**src/rtl/lfs_pkg.sv**
```systemverilog
`default_nettype none
// ----------------------------------------------------------------------------
// lfs_pkg: shared types and constants of the line follower steering block
// Move and heading codes, the command passed from the decision front to the
// phase sequencer, the register file layout and the fixed phase constants.
// ----------------------------------------------------------------------------
package lfs_pkg;

    localparam int DUTY_W    = 8;
    localparam int HOLD_W    = 10;
    localparam int CFG_IDX_W = 3;

    // Fixed phase values
    localparam logic [DUTY_W-1:0] FULL_DUTY     = 8'd255;
    localparam logic [DUTY_W-1:0] ZERO_DUTY     = 8'd0;
    localparam logic [HOLD_W-1:0] IDLE_PULSE_MS = 10'd10;
    localparam logic [HOLD_W-1:0] HOLD_MAX      = 10'd1023;

    // Previous samples after reset
    localparam int PREV_RESET = 4;

    // Command queue geometry
    localparam int Q_DEPTH = 2;
    localparam int Q_PTR_W = (Q_DEPTH > 1) ? $clog2(Q_DEPTH) : 1;
    localparam int Q_CNT_W = $clog2(Q_DEPTH + 1);

    // Register indexes
    localparam logic [CFG_IDX_W-1:0] CFG_FAST_DUTY     = 3'd0;
    localparam logic [CFG_IDX_W-1:0] CFG_MID_DUTY      = 3'd1;
    localparam logic [CFG_IDX_W-1:0] CFG_SLOW_DUTY     = 3'd2;
    localparam logic [CFG_IDX_W-1:0] CFG_IDLE_DUTY     = 3'd3;
    localparam logic [CFG_IDX_W-1:0] CFG_KICK_MS       = 3'd4;
    localparam logic [CFG_IDX_W-1:0] CFG_RUN_MS        = 3'd5;
    localparam logic [CFG_IDX_W-1:0] CFG_TURN_EXTRA_MS = 3'd6;
    localparam logic [CFG_IDX_W-1:0] CFG_REST_MS       = 3'd7;

    // Register reset values
    localparam logic [DUTY_W-1:0] RST_FAST_DUTY     = 8'd240;
    localparam logic [DUTY_W-1:0] RST_MID_DUTY      = 8'd208;
    localparam logic [DUTY_W-1:0] RST_SLOW_DUTY     = 8'd112;
    localparam logic [DUTY_W-1:0] RST_IDLE_DUTY     = 8'd16;
    localparam logic [DUTY_W-1:0] RST_KICK_MS       = 8'd30;
    localparam logic [DUTY_W-1:0] RST_RUN_MS        = 8'd50;
    localparam logic [DUTY_W-1:0] RST_TURN_EXTRA_MS = 8'd20;
    localparam logic [DUTY_W-1:0] RST_REST_MS       = 8'd100;

    typedef enum logic [1:0] {
        MV_MID   = 2'd0,
        MV_SLOW  = 2'd1,
        MV_LEFT  = 2'd2,
        MV_RIGHT = 2'd3
    } t_move;

    typedef enum logic [1:0] {
        HD_STRAIGHT = 2'd0,
        HD_LEFT     = 2'd1,
        HD_RIGHT    = 2'd2
    } t_heading;

    // Phases of one move
    typedef enum logic [3:0] {
        PH_PULSE = 4'b0001,
        PH_KICK  = 4'b0010,
        PH_RUN   = 4'b0100,
        PH_REST  = 4'b1000
    } t_phase;

    typedef struct packed {
        t_move    mv;
        t_heading heading;
        logic     keep;
        logic     long_run;
    } t_cmd;

    typedef struct packed {
        logic [DUTY_W-1:0] fast_duty;
        logic [DUTY_W-1:0] mid_duty;
        logic [DUTY_W-1:0] slow_duty;
        logic [DUTY_W-1:0] idle_duty;
        logic [DUTY_W-1:0] kick_ms;
        logic [DUTY_W-1:0] run_ms;
        logic [DUTY_W-1:0] turn_extra_ms;
        logic [DUTY_W-1:0] rest_ms;
    } t_cfg;

    // Clamp a widened hold time to the output range
    function automatic logic [HOLD_W-1:0] sat_hold(input logic [HOLD_W:0] value);
        logic [HOLD_W-1:0] result;
        if (value > {1'b0, HOLD_MAX}) begin
            result = HOLD_MAX;
        end else begin
            result = value[HOLD_W-1:0];
        end
        return result;
    endfunction

endpackage
`default_nettype wire

```
**src/rtl/lfs_if.sv**
```systemverilog
`default_nettype none
// ----------------------------------------------------------------------------
// lfs_if: channel interfaces of the line follower steering block
// Sensor sample channel, motor phase channel and register write channel,
// each a valid/ready handshake with source and sink views.
// ----------------------------------------------------------------------------
interface lfs_sample_if #(
    parameter int SAMPLE_BITS = 10
);
    logic                   valid;
    logic                   ready;
    logic [SAMPLE_BITS-1:0] right_level;
    logic [SAMPLE_BITS-1:0] center_level;
    logic [SAMPLE_BITS-1:0] left_level;
    logic                   long_run;

    modport source (
        output valid, right_level, center_level, left_level, long_run,
        input  ready
    );
    modport sink (
        input  valid, right_level, center_level, left_level, long_run,
        output ready
    );
endinterface

interface lfs_phase_if;
    logic                          valid;
    logic                          ready;
    logic [lfs_pkg::DUTY_W-1:0]    left_duty;
    logic [lfs_pkg::DUTY_W-1:0]    right_duty;
    logic [lfs_pkg::HOLD_W-1:0]    hold_ms;
    logic [1:0]                    heading_out;
    logic                          last_phase;

    modport source (
        output valid, left_duty, right_duty, hold_ms, heading_out, last_phase,
        input  ready
    );
    modport sink (
        input  valid, left_duty, right_duty, hold_ms, heading_out, last_phase,
        output ready
    );
endinterface

interface lfs_cfg_if;
    logic                          valid;
    logic                          ready;
    logic [lfs_pkg::CFG_IDX_W-1:0] index;
    logic [lfs_pkg::DUTY_W-1:0]    data;

    modport source (
        output valid, index, data,
        input  ready
    );
    modport sink (
        input  valid, index, data,
        output ready
    );
endinterface
`default_nettype wire

```
**src/rtl/lfs_front.sv**
```systemverilog
`default_nettype none
// ----------------------------------------------------------------------------
// lfs_front: steering decision
// Accepts one sample set per cycle while the command queue has room, runs the
// priority chain against the previous samples and pushes the chosen move.
// ----------------------------------------------------------------------------
module lfs_front #(
    parameter int SAMPLE_BITS = 10
) (
    input  wire logic          i_clk,
    input  wire logic          i_rst_n,
    lfs_sample_if.sink         i_sample,
    input  wire logic          i_q_full,
    output logic               o_push,
    output lfs_pkg::t_cmd      o_cmd
);

    logic [SAMPLE_BITS-1:0] r_prev_right, r_prev_center, r_prev_left;
    lfs_pkg::t_heading      r_heading;

    logic [SAMPLE_BITS-1:0] r, c, l;
    lfs_pkg::t_move         n_mv;
    lfs_pkg::t_heading      n_heading;
    logic                   n_keep;

    assign r = i_sample.right_level;
    assign c = i_sample.center_level;
    assign l = i_sample.left_level;

    assign i_sample.ready = !i_q_full;
    assign o_push         = i_sample.valid && !i_q_full;

    // Pick the move: first comparison that holds wins
    always_comb begin
        n_keep    = 1'b0;
        n_mv      = lfs_pkg::MV_SLOW;
        n_heading = r_heading;
        priority if (l > c && r > c) begin
            n_mv = lfs_pkg::MV_MID;   n_heading = lfs_pkg::HD_STRAIGHT;
        end else if (l > c && l > r) begin
            n_mv = lfs_pkg::MV_RIGHT; n_heading = lfs_pkg::HD_RIGHT;
        end else if (r > c && r > l) begin
            n_mv = lfs_pkg::MV_LEFT;  n_heading = lfs_pkg::HD_LEFT;
        end else if (l < c && l < r) begin
            n_mv = lfs_pkg::MV_LEFT;  n_heading = lfs_pkg::HD_LEFT;
        end else if (r < c && r < l) begin
            n_mv = lfs_pkg::MV_RIGHT; n_heading = lfs_pkg::HD_RIGHT;
        end else if (r < r_prev_right && r < l) begin
            n_mv = lfs_pkg::MV_RIGHT; n_heading = lfs_pkg::HD_RIGHT;
        end else if (l < r_prev_left && l < r) begin
            n_mv = lfs_pkg::MV_LEFT;  n_heading = lfs_pkg::HD_LEFT;
        end else if (c > r_prev_center && l > r) begin
            n_mv = lfs_pkg::MV_RIGHT; n_heading = lfs_pkg::HD_RIGHT;
        end else if (c > r_prev_center && r > l) begin
            n_mv = lfs_pkg::MV_LEFT;  n_heading = lfs_pkg::HD_LEFT;
        end else if (r < r_prev_right && r < c) begin
            n_mv = lfs_pkg::MV_RIGHT; n_heading = lfs_pkg::HD_RIGHT;
        end else if (l < r_prev_left && l < c) begin
            n_mv = lfs_pkg::MV_LEFT;  n_heading = lfs_pkg::HD_LEFT;
        end else if (c < r_prev_center && c < l) begin
            n_mv = lfs_pkg::MV_SLOW;  n_heading = lfs_pkg::HD_STRAIGHT;
        end else if (c < r_prev_center && c < r) begin
            n_mv = lfs_pkg::MV_SLOW;  n_heading = lfs_pkg::HD_STRAIGHT;
        end else begin
            // repeat the last heading; straight repeats as slow run
            n_keep = 1'b1;
            priority if (r_heading == lfs_pkg::HD_STRAIGHT) begin
                n_mv = lfs_pkg::MV_SLOW;
            end else if (r_heading == lfs_pkg::HD_RIGHT) begin
                n_mv = lfs_pkg::MV_RIGHT;
            end else begin
                n_mv = lfs_pkg::MV_LEFT;
            end
        end
    end

    assign o_cmd = '{mv: n_mv, heading: n_heading, keep: n_keep,
                     long_run: i_sample.long_run};

    // Advance the sample history on every accepted item
    always_ff @(posedge i_clk) begin
        if (!i_rst_n) begin
            r_prev_right  <= SAMPLE_BITS'(lfs_pkg::PREV_RESET);
            r_prev_center <= SAMPLE_BITS'(lfs_pkg::PREV_RESET);
            r_prev_left   <= SAMPLE_BITS'(lfs_pkg::PREV_RESET);
            r_heading     <= lfs_pkg::HD_STRAIGHT;
        end else if (o_push) begin
            r_prev_right  <= r;
            r_prev_center <= c;
            r_prev_left   <= l;
            r_heading     <= n_heading;
        end
    end

endmodule
`default_nettype wire

```
**src/rtl/lfs_queue.sv**
```systemverilog
`default_nettype none
// ----------------------------------------------------------------------------
// lfs_queue: command queue
// Short first-in first-out buffer of decided moves between the decision
// front and the phase sequencer.
// ----------------------------------------------------------------------------
module lfs_queue (
    input  wire logic           i_clk,
    input  wire logic           i_rst_n,
    input  wire logic           i_push,
    input  wire lfs_pkg::t_cmd  i_cmd,
    input  wire logic           i_pop,
    output lfs_pkg::t_cmd       o_cmd,
    output logic                o_full,
    output logic                o_empty
);

    lfs_pkg::t_cmd                 r_mem [lfs_pkg::Q_DEPTH];
    logic [lfs_pkg::Q_PTR_W-1:0]   r_wr_ptr, r_rd_ptr;
    logic [lfs_pkg::Q_CNT_W-1:0]   r_count;

    localparam logic [lfs_pkg::Q_PTR_W-1:0] PTR_LAST = lfs_pkg::Q_PTR_W'(lfs_pkg::Q_DEPTH - 1);
    localparam logic [lfs_pkg::Q_CNT_W-1:0] CNT_FULL = lfs_pkg::Q_CNT_W'(lfs_pkg::Q_DEPTH);

    assign o_full  = (r_count == CNT_FULL);
    assign o_empty = (r_count == '0);
    assign o_cmd   = r_mem[r_rd_ptr];

    // Store pushed commands
    always_ff @(posedge i_clk) begin
        if (i_push) begin
            r_mem[r_wr_ptr] <= i_cmd;
        end
    end

    // Move pointers and occupancy
    always_ff @(posedge i_clk) begin
        if (!i_rst_n) begin
            r_wr_ptr <= '0;
            r_rd_ptr <= '0;
            r_count  <= '0;
        end else begin
            if (i_push) begin
                r_wr_ptr <= (r_wr_ptr == PTR_LAST) ? '0 : r_wr_ptr + 1'b1;
            end
            if (i_pop) begin
                r_rd_ptr <= (r_rd_ptr == PTR_LAST) ? '0 : r_rd_ptr + 1'b1;
            end
            unique case ({i_push, i_pop})
                2'b10:   r_count <= r_count + 1'b1;
                2'b01:   r_count <= r_count - 1'b1;
                default: r_count <= r_count;
            endcase
        end
    end

endmodule
`default_nettype wire

```
**src/rtl/lfs_back.sv**
```systemverilog
`default_nettype none
// ----------------------------------------------------------------------------
// lfs_back: phase sequencer
// Walks the head move of the queue through its motor phases, one phase per
// cycle into the output register unless stalled; pops it after its rest phase.
// ----------------------------------------------------------------------------
module lfs_back (
    input  wire logic           i_clk,
    input  wire logic           i_rst_n,
    input  wire lfs_pkg::t_cfg  i_cfg,
    input  wire lfs_pkg::t_cmd  i_cmd,
    input  wire logic           i_q_empty,
    output logic                o_pop,
    lfs_phase_if.source         o_phase
);

    lfs_pkg::t_phase                r_phase;
    logic                           r_started;
    logic                           r_valid;
    logic [lfs_pkg::DUTY_W-1:0]     r_left_duty, r_right_duty;
    logic [lfs_pkg::HOLD_W-1:0]     r_hold;
    logic [1:0]                     r_heading;
    logic                           r_last;

    lfs_pkg::t_phase                cur_phase;
    lfs_pkg::t_phase                n_phase;
    logic                           load;
    logic [lfs_pkg::DUTY_W-1:0]     n_left_duty, n_right_duty;
    logic [lfs_pkg::HOLD_W:0]       n_hold_wide;
    logic [lfs_pkg::HOLD_W:0]       run_hold;
    logic                           is_turn;

    // First phase of a fresh move depends on whether it repeats the heading
    assign cur_phase = r_started ? r_phase
                     : (i_cmd.keep ? lfs_pkg::PH_PULSE : lfs_pkg::PH_KICK);
    assign load  = !i_q_empty && (!r_valid || o_phase.ready);
    assign o_pop = load && (cur_phase == lfs_pkg::PH_REST);

    assign is_turn  = (i_cmd.mv == lfs_pkg::MV_LEFT) || (i_cmd.mv == lfs_pkg::MV_RIGHT);
    assign run_hold = (i_cmd.long_run ? {2'b00, i_cfg.run_ms, 1'b0}
                                      : {3'b000, i_cfg.run_ms})
                    + (is_turn ? {3'b000, i_cfg.turn_extra_ms} : '0);

    // Build the phase payload
    always_comb begin
        n_left_duty  = lfs_pkg::ZERO_DUTY;
        n_right_duty = lfs_pkg::ZERO_DUTY;
        n_hold_wide  = '0;
        n_phase      = lfs_pkg::PH_KICK;
        unique case (cur_phase)
            lfs_pkg::PH_PULSE: begin
                n_left_duty  = i_cfg.idle_duty;
                n_right_duty = i_cfg.idle_duty;
                n_hold_wide  = {1'b0, lfs_pkg::IDLE_PULSE_MS};
                n_phase      = lfs_pkg::PH_KICK;
            end
            lfs_pkg::PH_KICK: begin
                n_left_duty  = (i_cmd.mv == lfs_pkg::MV_LEFT) ? lfs_pkg::ZERO_DUTY
                                                              : lfs_pkg::FULL_DUTY;
                n_right_duty = (i_cmd.mv == lfs_pkg::MV_RIGHT) ? lfs_pkg::ZERO_DUTY
                                                               : lfs_pkg::FULL_DUTY;
                n_hold_wide  = {3'b000, i_cfg.kick_ms};
                n_phase      = lfs_pkg::PH_RUN;
            end
            lfs_pkg::PH_RUN: begin
                unique case (i_cmd.mv)
                    lfs_pkg::MV_MID: begin
                        n_left_duty  = i_cfg.mid_duty;
                        n_right_duty = i_cfg.mid_duty;
                    end
                    lfs_pkg::MV_SLOW: begin
                        n_left_duty  = i_cfg.slow_duty;
                        n_right_duty = i_cfg.slow_duty;
                    end
                    lfs_pkg::MV_RIGHT: begin
                        n_left_duty  = i_cfg.fast_duty;
                    end
                    lfs_pkg::MV_LEFT: begin
                        n_right_duty = i_cfg.fast_duty;
                    end
                    default: begin
                        n_left_duty  = lfs_pkg::ZERO_DUTY;
                    end
                endcase
                n_hold_wide = run_hold;
                n_phase     = lfs_pkg::PH_REST;
            end
            lfs_pkg::PH_REST: begin
                n_hold_wide = {3'b000, i_cfg.rest_ms};
                n_phase     = lfs_pkg::PH_KICK;
            end
            default: begin
                n_phase = lfs_pkg::PH_KICK;
            end
        endcase
    end

    // Track position within the head move
    always_ff @(posedge i_clk) begin
        if (!i_rst_n) begin
            r_phase   <= lfs_pkg::PH_KICK;
            r_started <= 1'b0;
            r_valid   <= 1'b0;
        end else begin
            if (load) begin
                r_phase   <= n_phase;
                r_started <= (cur_phase != lfs_pkg::PH_REST);
                r_valid   <= 1'b1;
            end else if (o_phase.ready) begin
                r_valid   <= 1'b0;
            end
        end
    end

    // Hold the output item until taken
    always_ff @(posedge i_clk) begin
        if (load) begin
            r_left_duty  <= n_left_duty;
            r_right_duty <= n_right_duty;
            r_hold       <= lfs_pkg::sat_hold(n_hold_wide);
            r_heading    <= i_cmd.heading;
            r_last       <= (cur_phase == lfs_pkg::PH_REST);
        end
    end

    assign o_phase.valid       = r_valid;
    assign o_phase.left_duty   = r_left_duty;
    assign o_phase.right_duty  = r_right_duty;
    assign o_phase.hold_ms     = r_hold;
    assign o_phase.heading_out = r_heading;
    assign o_phase.last_phase  = r_last;

endmodule
`default_nettype wire

```
**src/rtl/line_follower_steering.sv**
```systemverilog
`default_nettype none
// ----------------------------------------------------------------------------
// line_follower_steering: sensor-driven motor phase sequencer
// Usage:
//   i_sample carries one set of right/center/left samples and a long-run flag.
//   Each accepted item is judged against the previous set and becomes one
//   move, delivered on o_phase as 3 items (kick, run, rest) or 4 when the
//   last heading is repeated (idle pulse first). last_phase marks the rest.
//   i_cfg writes one 8-bit register per item; it is always ready and is
//   meant to be used only while no move is in flight.
// Timing:
//   The first phase of a move passes through the move queue and then the
//   output register; the phase sequencer emits one phase per cycle unless
//   stalled, so the phases of each move set the sustained rate.
//   Samples are accepted every cycle while the two-entry move queue has room.
// Reset:
//   Registers return to their defaults, previous samples to 4, heading to
//   straight, queue and output register empty.
// Stall:
//   A stalled receiver holds the current phase; the queue then fills and
//   i_sample.ready drops until the sequencer moves on.
// ----------------------------------------------------------------------------
module line_follower_steering #(
    parameter int SAMPLE_BITS = 10
) (
    input  wire logic     i_clk,
    input  wire logic     i_rst_n,
    lfs_sample_if.sink    i_sample,
    lfs_cfg_if.sink       i_cfg,
    lfs_phase_if.source   o_phase
);

    lfs_pkg::t_cfg r_cfg;
    lfs_pkg::t_cmd push_cmd, head_cmd;
    logic          q_push, q_pop, q_full, q_empty;

    assign i_cfg.ready = 1'b1;

    // Register file writes
    always_ff @(posedge i_clk) begin
        if (!i_rst_n) begin
            r_cfg.fast_duty     <= lfs_pkg::RST_FAST_DUTY;
            r_cfg.mid_duty      <= lfs_pkg::RST_MID_DUTY;
            r_cfg.slow_duty     <= lfs_pkg::RST_SLOW_DUTY;
            r_cfg.idle_duty     <= lfs_pkg::RST_IDLE_DUTY;
            r_cfg.kick_ms       <= lfs_pkg::RST_KICK_MS;
            r_cfg.run_ms        <= lfs_pkg::RST_RUN_MS;
            r_cfg.turn_extra_ms <= lfs_pkg::RST_TURN_EXTRA_MS;
            r_cfg.rest_ms       <= lfs_pkg::RST_REST_MS;
        end else if (i_cfg.valid) begin
            unique case (i_cfg.index)
                lfs_pkg::CFG_FAST_DUTY:     r_cfg.fast_duty     <= i_cfg.data;
                lfs_pkg::CFG_MID_DUTY:      r_cfg.mid_duty      <= i_cfg.data;
                lfs_pkg::CFG_SLOW_DUTY:     r_cfg.slow_duty     <= i_cfg.data;
                lfs_pkg::CFG_IDLE_DUTY:     r_cfg.idle_duty     <= i_cfg.data;
                lfs_pkg::CFG_KICK_MS:       r_cfg.kick_ms       <= i_cfg.data;
                lfs_pkg::CFG_RUN_MS:        r_cfg.run_ms        <= i_cfg.data;
                lfs_pkg::CFG_TURN_EXTRA_MS: r_cfg.turn_extra_ms <= i_cfg.data;
                lfs_pkg::CFG_REST_MS:       r_cfg.rest_ms       <= i_cfg.data;
                default:                    r_cfg               <= r_cfg;
            endcase
        end
    end

    // Decide moves
    lfs_front #(
        .SAMPLE_BITS (SAMPLE_BITS)
    ) u_front (
        .i_clk    (i_clk),
        .i_rst_n  (i_rst_n),
        .i_sample (i_sample),
        .i_q_full (q_full),
        .o_push   (q_push),
        .o_cmd    (push_cmd)
    );

    // Buffer decided moves
    lfs_queue u_queue (
        .i_clk   (i_clk),
        .i_rst_n (i_rst_n),
        .i_push  (q_push),
        .i_cmd   (push_cmd),
        .i_pop   (q_pop),
        .o_cmd   (head_cmd),
        .o_full  (q_full),
        .o_empty (q_empty)
    );

    // Sequence motor phases
    lfs_back u_back (
        .i_clk     (i_clk),
        .i_rst_n   (i_rst_n),
        .i_cfg     (r_cfg),
        .i_cmd     (head_cmd),
        .i_q_empty (q_empty),
        .o_pop     (q_pop),
        .o_phase   (o_phase)
    );

`ifndef SYNTHESIS
    // Output register comes up empty after reset
    a_reset_empty: assert property (@(posedge i_clk)
        !$past(i_rst_n) |-> !o_phase.valid)
        else $error("output valid right after reset");

    // A move is only retired from a non-empty queue
    a_pop_nonempty: assert property (@(posedge i_clk) disable iff (!i_rst_n)
        q_pop |-> !q_empty)
        else $error("move popped from empty queue");

    // All phases of one move carry the same heading
    a_heading_steady: assert property (@(posedge i_clk) disable iff (!i_rst_n)
        (o_phase.valid && o_phase.ready && !o_phase.last_phase) ##1 o_phase.valid
        |-> o_phase.heading_out == $past(o_phase.heading_out))
        else $error("heading changed inside a move");
`endif

endmodule
`default_nettype wire

```
**src/flat_wrapper.sv**
```systemverilog
// flat-port wrapper written by rule: the top's interface ports become plain ports
module line_follower_steering_flat 
#(
    parameter int SAMPLE_BITS = 10
)
  (i_clk, i_rst_n, i_sample_valid, i_sample_right_level, i_sample_center_level, i_sample_left_level, i_sample_long_run, i_sample_ready, i_cfg_valid, i_cfg_index, i_cfg_data, i_cfg_ready, o_phase_valid, o_phase_left_duty, o_phase_right_duty, o_phase_hold_ms, o_phase_heading_out, o_phase_last_phase, o_phase_ready);
  lfs_sample_if #(.SAMPLE_BITS(SAMPLE_BITS)) i_sample_i ();
  lfs_cfg_if i_cfg_i ();
  lfs_phase_if o_phase_i ();
  input  wire logic i_clk;
  input  wire logic i_rst_n;
  input wire logic [$bits(i_sample_i.valid)-1:0] i_sample_valid;
  input wire logic [$bits(i_sample_i.right_level)-1:0] i_sample_right_level;
  input wire logic [$bits(i_sample_i.center_level)-1:0] i_sample_center_level;
  input wire logic [$bits(i_sample_i.left_level)-1:0] i_sample_left_level;
  input wire logic [$bits(i_sample_i.long_run)-1:0] i_sample_long_run;
  output wire logic [$bits(i_sample_i.ready)-1:0] i_sample_ready;
  input wire logic [$bits(i_cfg_i.valid)-1:0] i_cfg_valid;
  input wire logic [$bits(i_cfg_i.index)-1:0] i_cfg_index;
  input wire logic [$bits(i_cfg_i.data)-1:0] i_cfg_data;
  output wire logic [$bits(i_cfg_i.ready)-1:0] i_cfg_ready;
  output wire logic [$bits(o_phase_i.valid)-1:0] o_phase_valid;
  output wire logic [$bits(o_phase_i.left_duty)-1:0] o_phase_left_duty;
  output wire logic [$bits(o_phase_i.right_duty)-1:0] o_phase_right_duty;
  output wire logic [$bits(o_phase_i.hold_ms)-1:0] o_phase_hold_ms;
  output wire logic [$bits(o_phase_i.heading_out)-1:0] o_phase_heading_out;
  output wire logic [$bits(o_phase_i.last_phase)-1:0] o_phase_last_phase;
  input wire logic [$bits(o_phase_i.ready)-1:0] o_phase_ready;
  assign i_sample_i.valid = i_sample_valid;
  assign i_sample_i.right_level = i_sample_right_level;
  assign i_sample_i.center_level = i_sample_center_level;
  assign i_sample_i.left_level = i_sample_left_level;
  assign i_sample_i.long_run = i_sample_long_run;
  assign i_sample_ready = i_sample_i.ready;
  assign i_cfg_i.valid = i_cfg_valid;
  assign i_cfg_i.index = i_cfg_index;
  assign i_cfg_i.data = i_cfg_data;
  assign i_cfg_ready = i_cfg_i.ready;
  assign o_phase_valid = o_phase_i.valid;
  assign o_phase_left_duty = o_phase_i.left_duty;
  assign o_phase_right_duty = o_phase_i.right_duty;
  assign o_phase_hold_ms = o_phase_i.hold_ms;
  assign o_phase_heading_out = o_phase_i.heading_out;
  assign o_phase_last_phase = o_phase_i.last_phase;
  assign o_phase_i.ready = o_phase_ready;
  line_follower_steering #(.SAMPLE_BITS(SAMPLE_BITS)) u_core (.i_clk(i_clk), .i_rst_n(i_rst_n), .i_sample(i_sample_i), .i_cfg(i_cfg_i), .o_phase(o_phase_i));
endmodule
```
**config.mk**
```make
export PLATFORM = sky130hd
export DESIGN_NAME = line_follower_steering_flat
export DESIGN_NICKNAME = d
export VERILOG_FILES = /design/src/rtl/lfs_pkg.sv /design/src/rtl/lfs_if.sv /design/src/rtl/lfs_front.sv /design/src/rtl/lfs_queue.sv /design/src/rtl/lfs_back.sv /design/src/rtl/line_follower_steering.sv /design/src/flat_wrapper.sv
export SDC_FILE = /design/constraint.sdc
export NUM_CORES = 1
export LEC_CHECK = 0
export BUFFER_PORTS_ARGS = -buffer_cell sky130_fd_sc_hd__buf_2
export CAP_MARGIN = 30
export CORE_MARGIN = 2
export CORE_UTILIZATION = 48
export CTS_BUF_LIST = sky130_fd_sc_hd__clkbuf_16
export DETAILED_ROUTE_END_ITERATION = 16
export MAX_ROUTING_LAYER = met4
export PLACE_DENSITY = 0.68
export SYNTH_ARGS = -nofsm -noshare
export SYNTH_HDL_FRONTEND = slang
export SYNTH_SLANG_ARGS = --single-unit
```
**constraint.sdc**
```tcl
create_clock -name i_clk -period 6.1 [get_ports i_clk]
set_clock_uncertainty 0.1 [all_clocks]
set_input_delay 0.915 -clock i_clk [delete_from_list [all_inputs] [get_ports i_clk]]
set_output_delay 0.915 -clock i_clk [all_outputs]
set_load 0.005 [all_outputs]
```
# Word-level counts from Yosys, hierarchy flattened
# Memory sizes are Yosys's and may differ from the RTL's. A register that Yosys moved wholly into a read port is not among the register bits.
# Cells that the tools add are included.
# op_classes
addsub,5
order_cmp,15
eq_ne,19
n_mux,62
reduce_logical,35
# ops
operator,count
$pmux W8 S3,4
$lt A10 B10 Y1,9
$mux W2,28
$gt A10 B10 Y1,5
$pmux W10 S4,1
$mux W8,3
$mux W1,22
$logic_and A1 B1 Y1,16
$reduce_and A2 Y1,8
$eq A3 B3 Y1 const B,4
$gt A11 B10 Y1 const B,1
$add A9 B8 Y10,1
$eq A2 B2 Y1 const B,5
$mux W9,1
$pmux W4 S2,1
$eq A3 B2 Y1 const B,2
$logic_not A2 Y1,3
$eq A2 B1 Y1 const B,2
$eq A4 B1 Y1 const B,1
$eq A4 B2 Y1 const B,1
$eq A4 B3 Y1 const B,1
$eq A4 B4 Y1 const B,1
$mux W4,1
$ne A4 B4 Y1 const B,1
other kinds (9),14
# totals
ff_bits,135
mem_bits_rw,12
out_inout_bits,32
word_cells,160
memories,1
# mem_list
name,words,word_bits,read_ports,rd_ports_with_merged_regs,write_ports,line_no,source
u_core.u_queue.r_mem,2,6,1,1,1,lfs_queue.sv:18,lfs_pkg::t_cmd r_mem [lfs_pkg::Q_DEPTH];

# Logic depth before layout (Yosys ltp)
# depth
ltp_word,16
mapped_depth,15
mapped_depth_nobuf,13

# By module
# From an unflattened synthesis, not the netlist that was laid out.
# unflattened
cells_unflattened,874
area_unflattened_um2,8227.9
# modules_own_cells
mod,n_inst,cells_per_inst,area_per_inst_um2,seq_area_each_um2
lfs_front,1,362,2810.2,640.6
line_follower_steering,1,239,2499.9,1281.2
lfs_back,1,232,2269.7,970.9
lfs_queue,1,41,648.1,460.4

# Least setup slack after synthesis
# OpenSTA, ideal clock, no wires.
# synth_path
kind,input to register
startpoint,input port o_phase_ready
endpoint,register u_core.u_queue.r_count[1] (netlist bit)
setup_time_ns,0.076
arrival_time_ns,3.515
slack_ns,2.410
cell_stages,6
n_path_buf,0
path_cell_list,nor2b_1 -> nor2_1 -> and2_1 -> ha_1 -> or3_1 -> a21boi_0
# synth_via
elab_chain_cells,5
elab_cells_between_ends,7
cone_classes,eq/ne: 2; mux: 1; reduce/logical: 4
# synth_lines
item,line_no,source
from (decl),flat_wrapper.sv:28,input wire logic [$bits(o_phase_i.ready)-1:0] o_phase_ready;
$logic_or A1 B1 Y1 *,lfs_back.sv:36,assign load = !i_q_empty && (!r_valid || o_phase.ready);
$logic_and A1 B1 Y1 *,lfs_back.sv:36,
via u_core.u_back.load,lfs_back.sv:27,logic load;
$logic_and A1 B1 Y1 *,lfs_back.sv:37,assign o_pop = load && (cur_phase == lfs_pkg::PH_REST);
via u_core.q_pop,line_follower_steering.sv:35,"logic q_push, q_pop, q_full, q_empty;"
$eq A2 B1 Y1 or $eq A2 B2 Y1 (tied branches),lfs_queue.sv:49,"unique case ({i_push, i_pop})"
$pmux W2 S2 or $reduce_bool A2 Y1 (tied branches),-,
to (signal assigned),lfs_queue.sv:50,2'b10: r_count <= r_count + 1'b1;
to (signal assigned),lfs_queue.sv:51,2'b01: r_count <= r_count - 1'b1;
to (signal assigned),lfs_queue.sv:52,default: r_count <= r_count;
to (decl),lfs_queue.sv:20,logic [lfs_pkg::Q_CNT_W-1:0] r_count;
# Mark *: on every way through the listed nets, which the timed path passes. The rest lies on a longest branch.
# A chain may end at the register's enable or synchronous reset.

==> metrics.yaml <==
outcome:
  outcome: "finished, final reports clean"
power:
  p_sw_w: 0.000710
  seqPwrFrac: 0.435
  max-vdd-ir-drop_v: 0.000211
  p_leak_nw: 3.76
  powerDensity_mw_per_mm2: 283
  p_sw_frac: 0.276
  power_frac_comb: 0.174
  internal_power_w: 0.00187
  finalPower_w: 0.00258
  pwr-share-clk: 0.391
logic_synthesis:
  yosysSeqAreaShare: 0.418
  synth_fp_nets: 1035
  yosysUniqueCellTypes: 62
  synth_warnings: 0
  synth_edf_count: 41
  async_flop_share: 0
  post_synth.cell_area_avg_um2: 8.73
  synth_area_mm2: 0.00803
  ys_seq_elements: 147
  syn_inst: 920
  synth_ff_type: "dfxtp_1"
final_layout:
  layout.nets: 1099
  seq_area_mm2: 0.00335
  synthToLayoutAreaGrowth_pct: 13.6
  drive_above_1_share: 0.144
  multiInputGateArea_mm2: 0.00426
  fill_cells: 1545
  antennaDiodeCount: 0
sta:
  rsz0062_at_grt: "no"
  setup_tns_ns: 0
  hold_viol: 0
  period_needed_ns: 3.59
  worst_pin_slew_ns: 0.924
  max_freq_mhz: 278
  slew_headroom: 0.379
  slew_viol_final: 0
  setup_viol: 0
  period_share: 0.589
clock_network:
  clk_pin_slew_worst_paths_ns: 0.06
  cts_tree: "done"
  clock_latency_ns: 0.43
  hold_buffers: 0
  cts.sinks: 147
  clockBufferDepth: 2
  cts_buffers: 17
  ctsResizeCount: 0
  root_buffer: "clkbuf_16"
  cts_setup_buffers: 0
  htree_num_levels: 4
global_routing:
  first_global_vias: 6098
  antenna_found_initial: 0
  grt_start_max_net_pins: 68
  track_usage: 0.217
  grt_pass1_wl_mm: 30.1
  grt_overflow: 0
worst_setup_path:
  reg2regPathDepth: 11
  reg2reg_to: "u_core.u_back.o_phase.hold_ms[8]"
  critPathLaunchType: "flop"
  criticalPathCategory: "reg2reg"
  crit_arrival_ns: 3.67
  worstPathMaxFanout: 10
  cpPeakStageDelay_ns: 0.80
  cp.required_ns: 6.18
  end_kind: "flop"
  r2r_setup_slack_ns: 2.51
  cp_top_family: "multiplexers"
  crit_chain: "mux2i_1, mux2_2, ha_1, nor2b_1, o21ai_0, a21oi_1, o21ai_0, nand2b_1, a21o_1, a21oi_1, mux2i_1"
  crit_slowest_cell: "mux2i_1"
  crit_buf_inv: 0
run:
  drv_cap: 0
floorplan:
  initial_core_util: 0.488
  die_h_um: 133
  core-area_mm2: 0.0165
  dieArea_mm2: 0.0178
  io_pins: 79
  placementRows: 47
  die_x_um: 133
drt:
  num_vias: 6467
  drt-total-wl_mm: 18.2
  antenna_left: 0
  vias_per_cell: 5.31
  drc: 0
  firstDrtPassIters: 5
  drtIter0Drc: 392
  post_drt_wl_per_cell_um: 14.9
placement:
  gp_congestion: 0.834
  hpwl_mm: 13.1
  portBuffers: 77
worst_hold_path:
  hold_start: "u_core.u_front.r_prev_center[9]"
  hold_class: "reg2reg"
  holdPathEnd: "u_core.u_front.r_prev_center[9]"
  hold-path-cell-count: 2
## registers in the layout, summed over array words and instances, names as in the netlist, named ones only
register / flops
u_core.u_queue.r_count: 2
u_core.u_queue.r_mem: 12
u_core.u_back.o_phase.heading_out: 2
u_core.u_front.r_prev_center: 10
u_core.u_front.r_heading: 2
u_core.u_front.r_prev_right: 10
u_core.u_queue.r_rd_ptr: 1
u_core.u_back.o_phase.last_phase: 1
u_core.u_back.o_phase.left_duty: 8
u_core.u_back.r_started: 1
u_core.u_queue.r_wr_ptr: 1
u_core.u_back.o_phase.hold_ms: 10
u_core.u_back.o_phase.valid: 1
u_core.u_back.o_phase.right_duty: 8
u_core.r_cfg: 64
u_core.u_front.r_prev_left: 10
u_core.u_back.r_phase: 3
## worst max-delay path by stage
stage,from,to,slack (ns),cells past startpoint
after floorplan,o_phase_ready,u_core.u_queue.r_count[1],2.41,6
after global placement,flop,u_core.u_back.o_phase.hold_ms[9],2.59,11
after detailed placement,flop,u_core.u_back.o_phase.hold_ms[8],2.48,11
after CTS,flop,u_core.u_back.o_phase.hold_ms[8],2.49,11
after global routing,flop,u_core.u_back.o_phase.hold_ms[8],2.11,11
final,flop,u_core.u_back.o_phase.hold_ms[8],2.51,11
## logic make-up (layout without fill, tap and decap cells)
kind of cell / Yosys count / count (layout) / synth area share
and+or+nand+nor: 357 / 357 / 0.199
AOI/OAI and AO/OA: 222 / 222 / 0.192
adders and majority gates: 68 / 68 / 0.107
muxes: 19 / 19 / 0.0254
other: 1 / 1 / 0.000467
buffers and inverters: 100 / 177 / 0.0524
xor gates and xnor gates: 6 / 6 / 0.00655
DFF: 147 / 147 / 0.418
## metal layers
layer	track usage	up-vias	wire, um
met5	-	-	0
met4	0.0757	0	391
met3	0.0327	29	762
met2	0.361	154	8870
met1	0.269	2988	8160
li1	-	3296	-
## worst min-delay path: cells and delay by family (launching register included)
kind               cells  cell delay [ns]
DFF                    1             0.31
AOI/OAI and AO/OA      1             0.06
and+or+nand+nor        1             0.04
## cells in the mapped netlist (2+ instances only)
master / n / area [um^2]
o21a_1: 2 / 15.0
nor3_1: 5 / 25.0
o21ai_1: 2 / 10.0
nand4_1: 9 / 56.3
xnor2_1: 5 / 43.8
a21boi_0: 69 / 518
ha_1: 67 / 838
o31a_1: 2 / 17.5
and2_1: 17 / 106
a31oi_2: 2 / 25.0
inv_1: 60 / 225
dfxtp_1: 106 / 2120
nand2_1: 219 / 822
nor4bb_1: 2 / 20.0
nand2b_1: 17 / 106
a31oi_1: 4 / 25.0
clkbuf_8: 4 / 55.1
nand3_1: 32 / 160
a2111oi_4: 3 / 82.6
o21ai_2: 3 / 26.3
a21oi_1: 60 / 300
a211o_1: 2 / 17.5
a211oi_1: 4 / 30.0
edfxtp_1: 41 / 1230
nor2_1: 32 / 120
mux2i_1: 8 / 80.1
a21oi_2: 2 / 17.5
a21o_1: 8 / 60.1
buf_1: 8 / 30.0
a211oi_2: 2 / 25.0
o31ai_1: 3 / 22.5
clkbuf_1: 25 / 93.8
or3_1: 2 / 12.5
and3_1: 3 / 18.8
o211ai_1: 7 / 52.6
nor2b_1: 10 / 62.6
mux2_2: 11 / 124
o21ai_0: 35 / 175
a22oi_1: 4 / 30.0
## power groups by stage
stage / sequential [W] / combinational, W / clock (W)
final: 0.00112 / 0.000449 / 0.00101
after global routing: 0.00113 / 0.000510 / 0.00107
after CTS: 0.00112 / 0.000451 / 0.00103
after detailed placement: 0.00114 / 0.000448 / 0
after global placement: 0.00114 / 0.000442 / 0
after floorplan: 0.00114 / 0.000307 / 0
## per-stage QoR
stage          hold WS (ns)  cell area [um^2]  setup slack (ns)   util  std cells
4_1_cts               0.363              9120              2.49  0.554       1216
6_report              0.364              9120              2.51  0.554       1217
5_1_grt               0.381              9120              2.11  0.554       1217
2_1_floorplan         0.330              8030              2.41      -        920
3_5_place_dp          0.354              8550              2.48  0.519       1184
3_3_place_gp          0.345              8550              2.59  0.519       1184
## cells in the final DEF, fill, tap and decap left out, drive strengths merged, types with 9 or more instances in the layout
cell / instances
ha: 67
a21oi: 62
inv: 66
and2: 18
edfxtp: 41
nor2: 32
a21boi: 69
nand2: 219
nor2b: 12
clkbuf: 18
mux2: 11
nand3: 32
nand2b: 17
o21ai: 40
dfxtp: 106
buf: 83
nand4: 9
## area by class of cell
class,instances,share of cell area
clock inverter,15,0.0155
tap,220,0.0302
timing repair buffer,84,0.0477
clock buffer,17,0.0466
multi-input combinational,673,0.467
inverter,61,0.0251
sequential,147,0.368
Power figures use the tool's default switching activity.
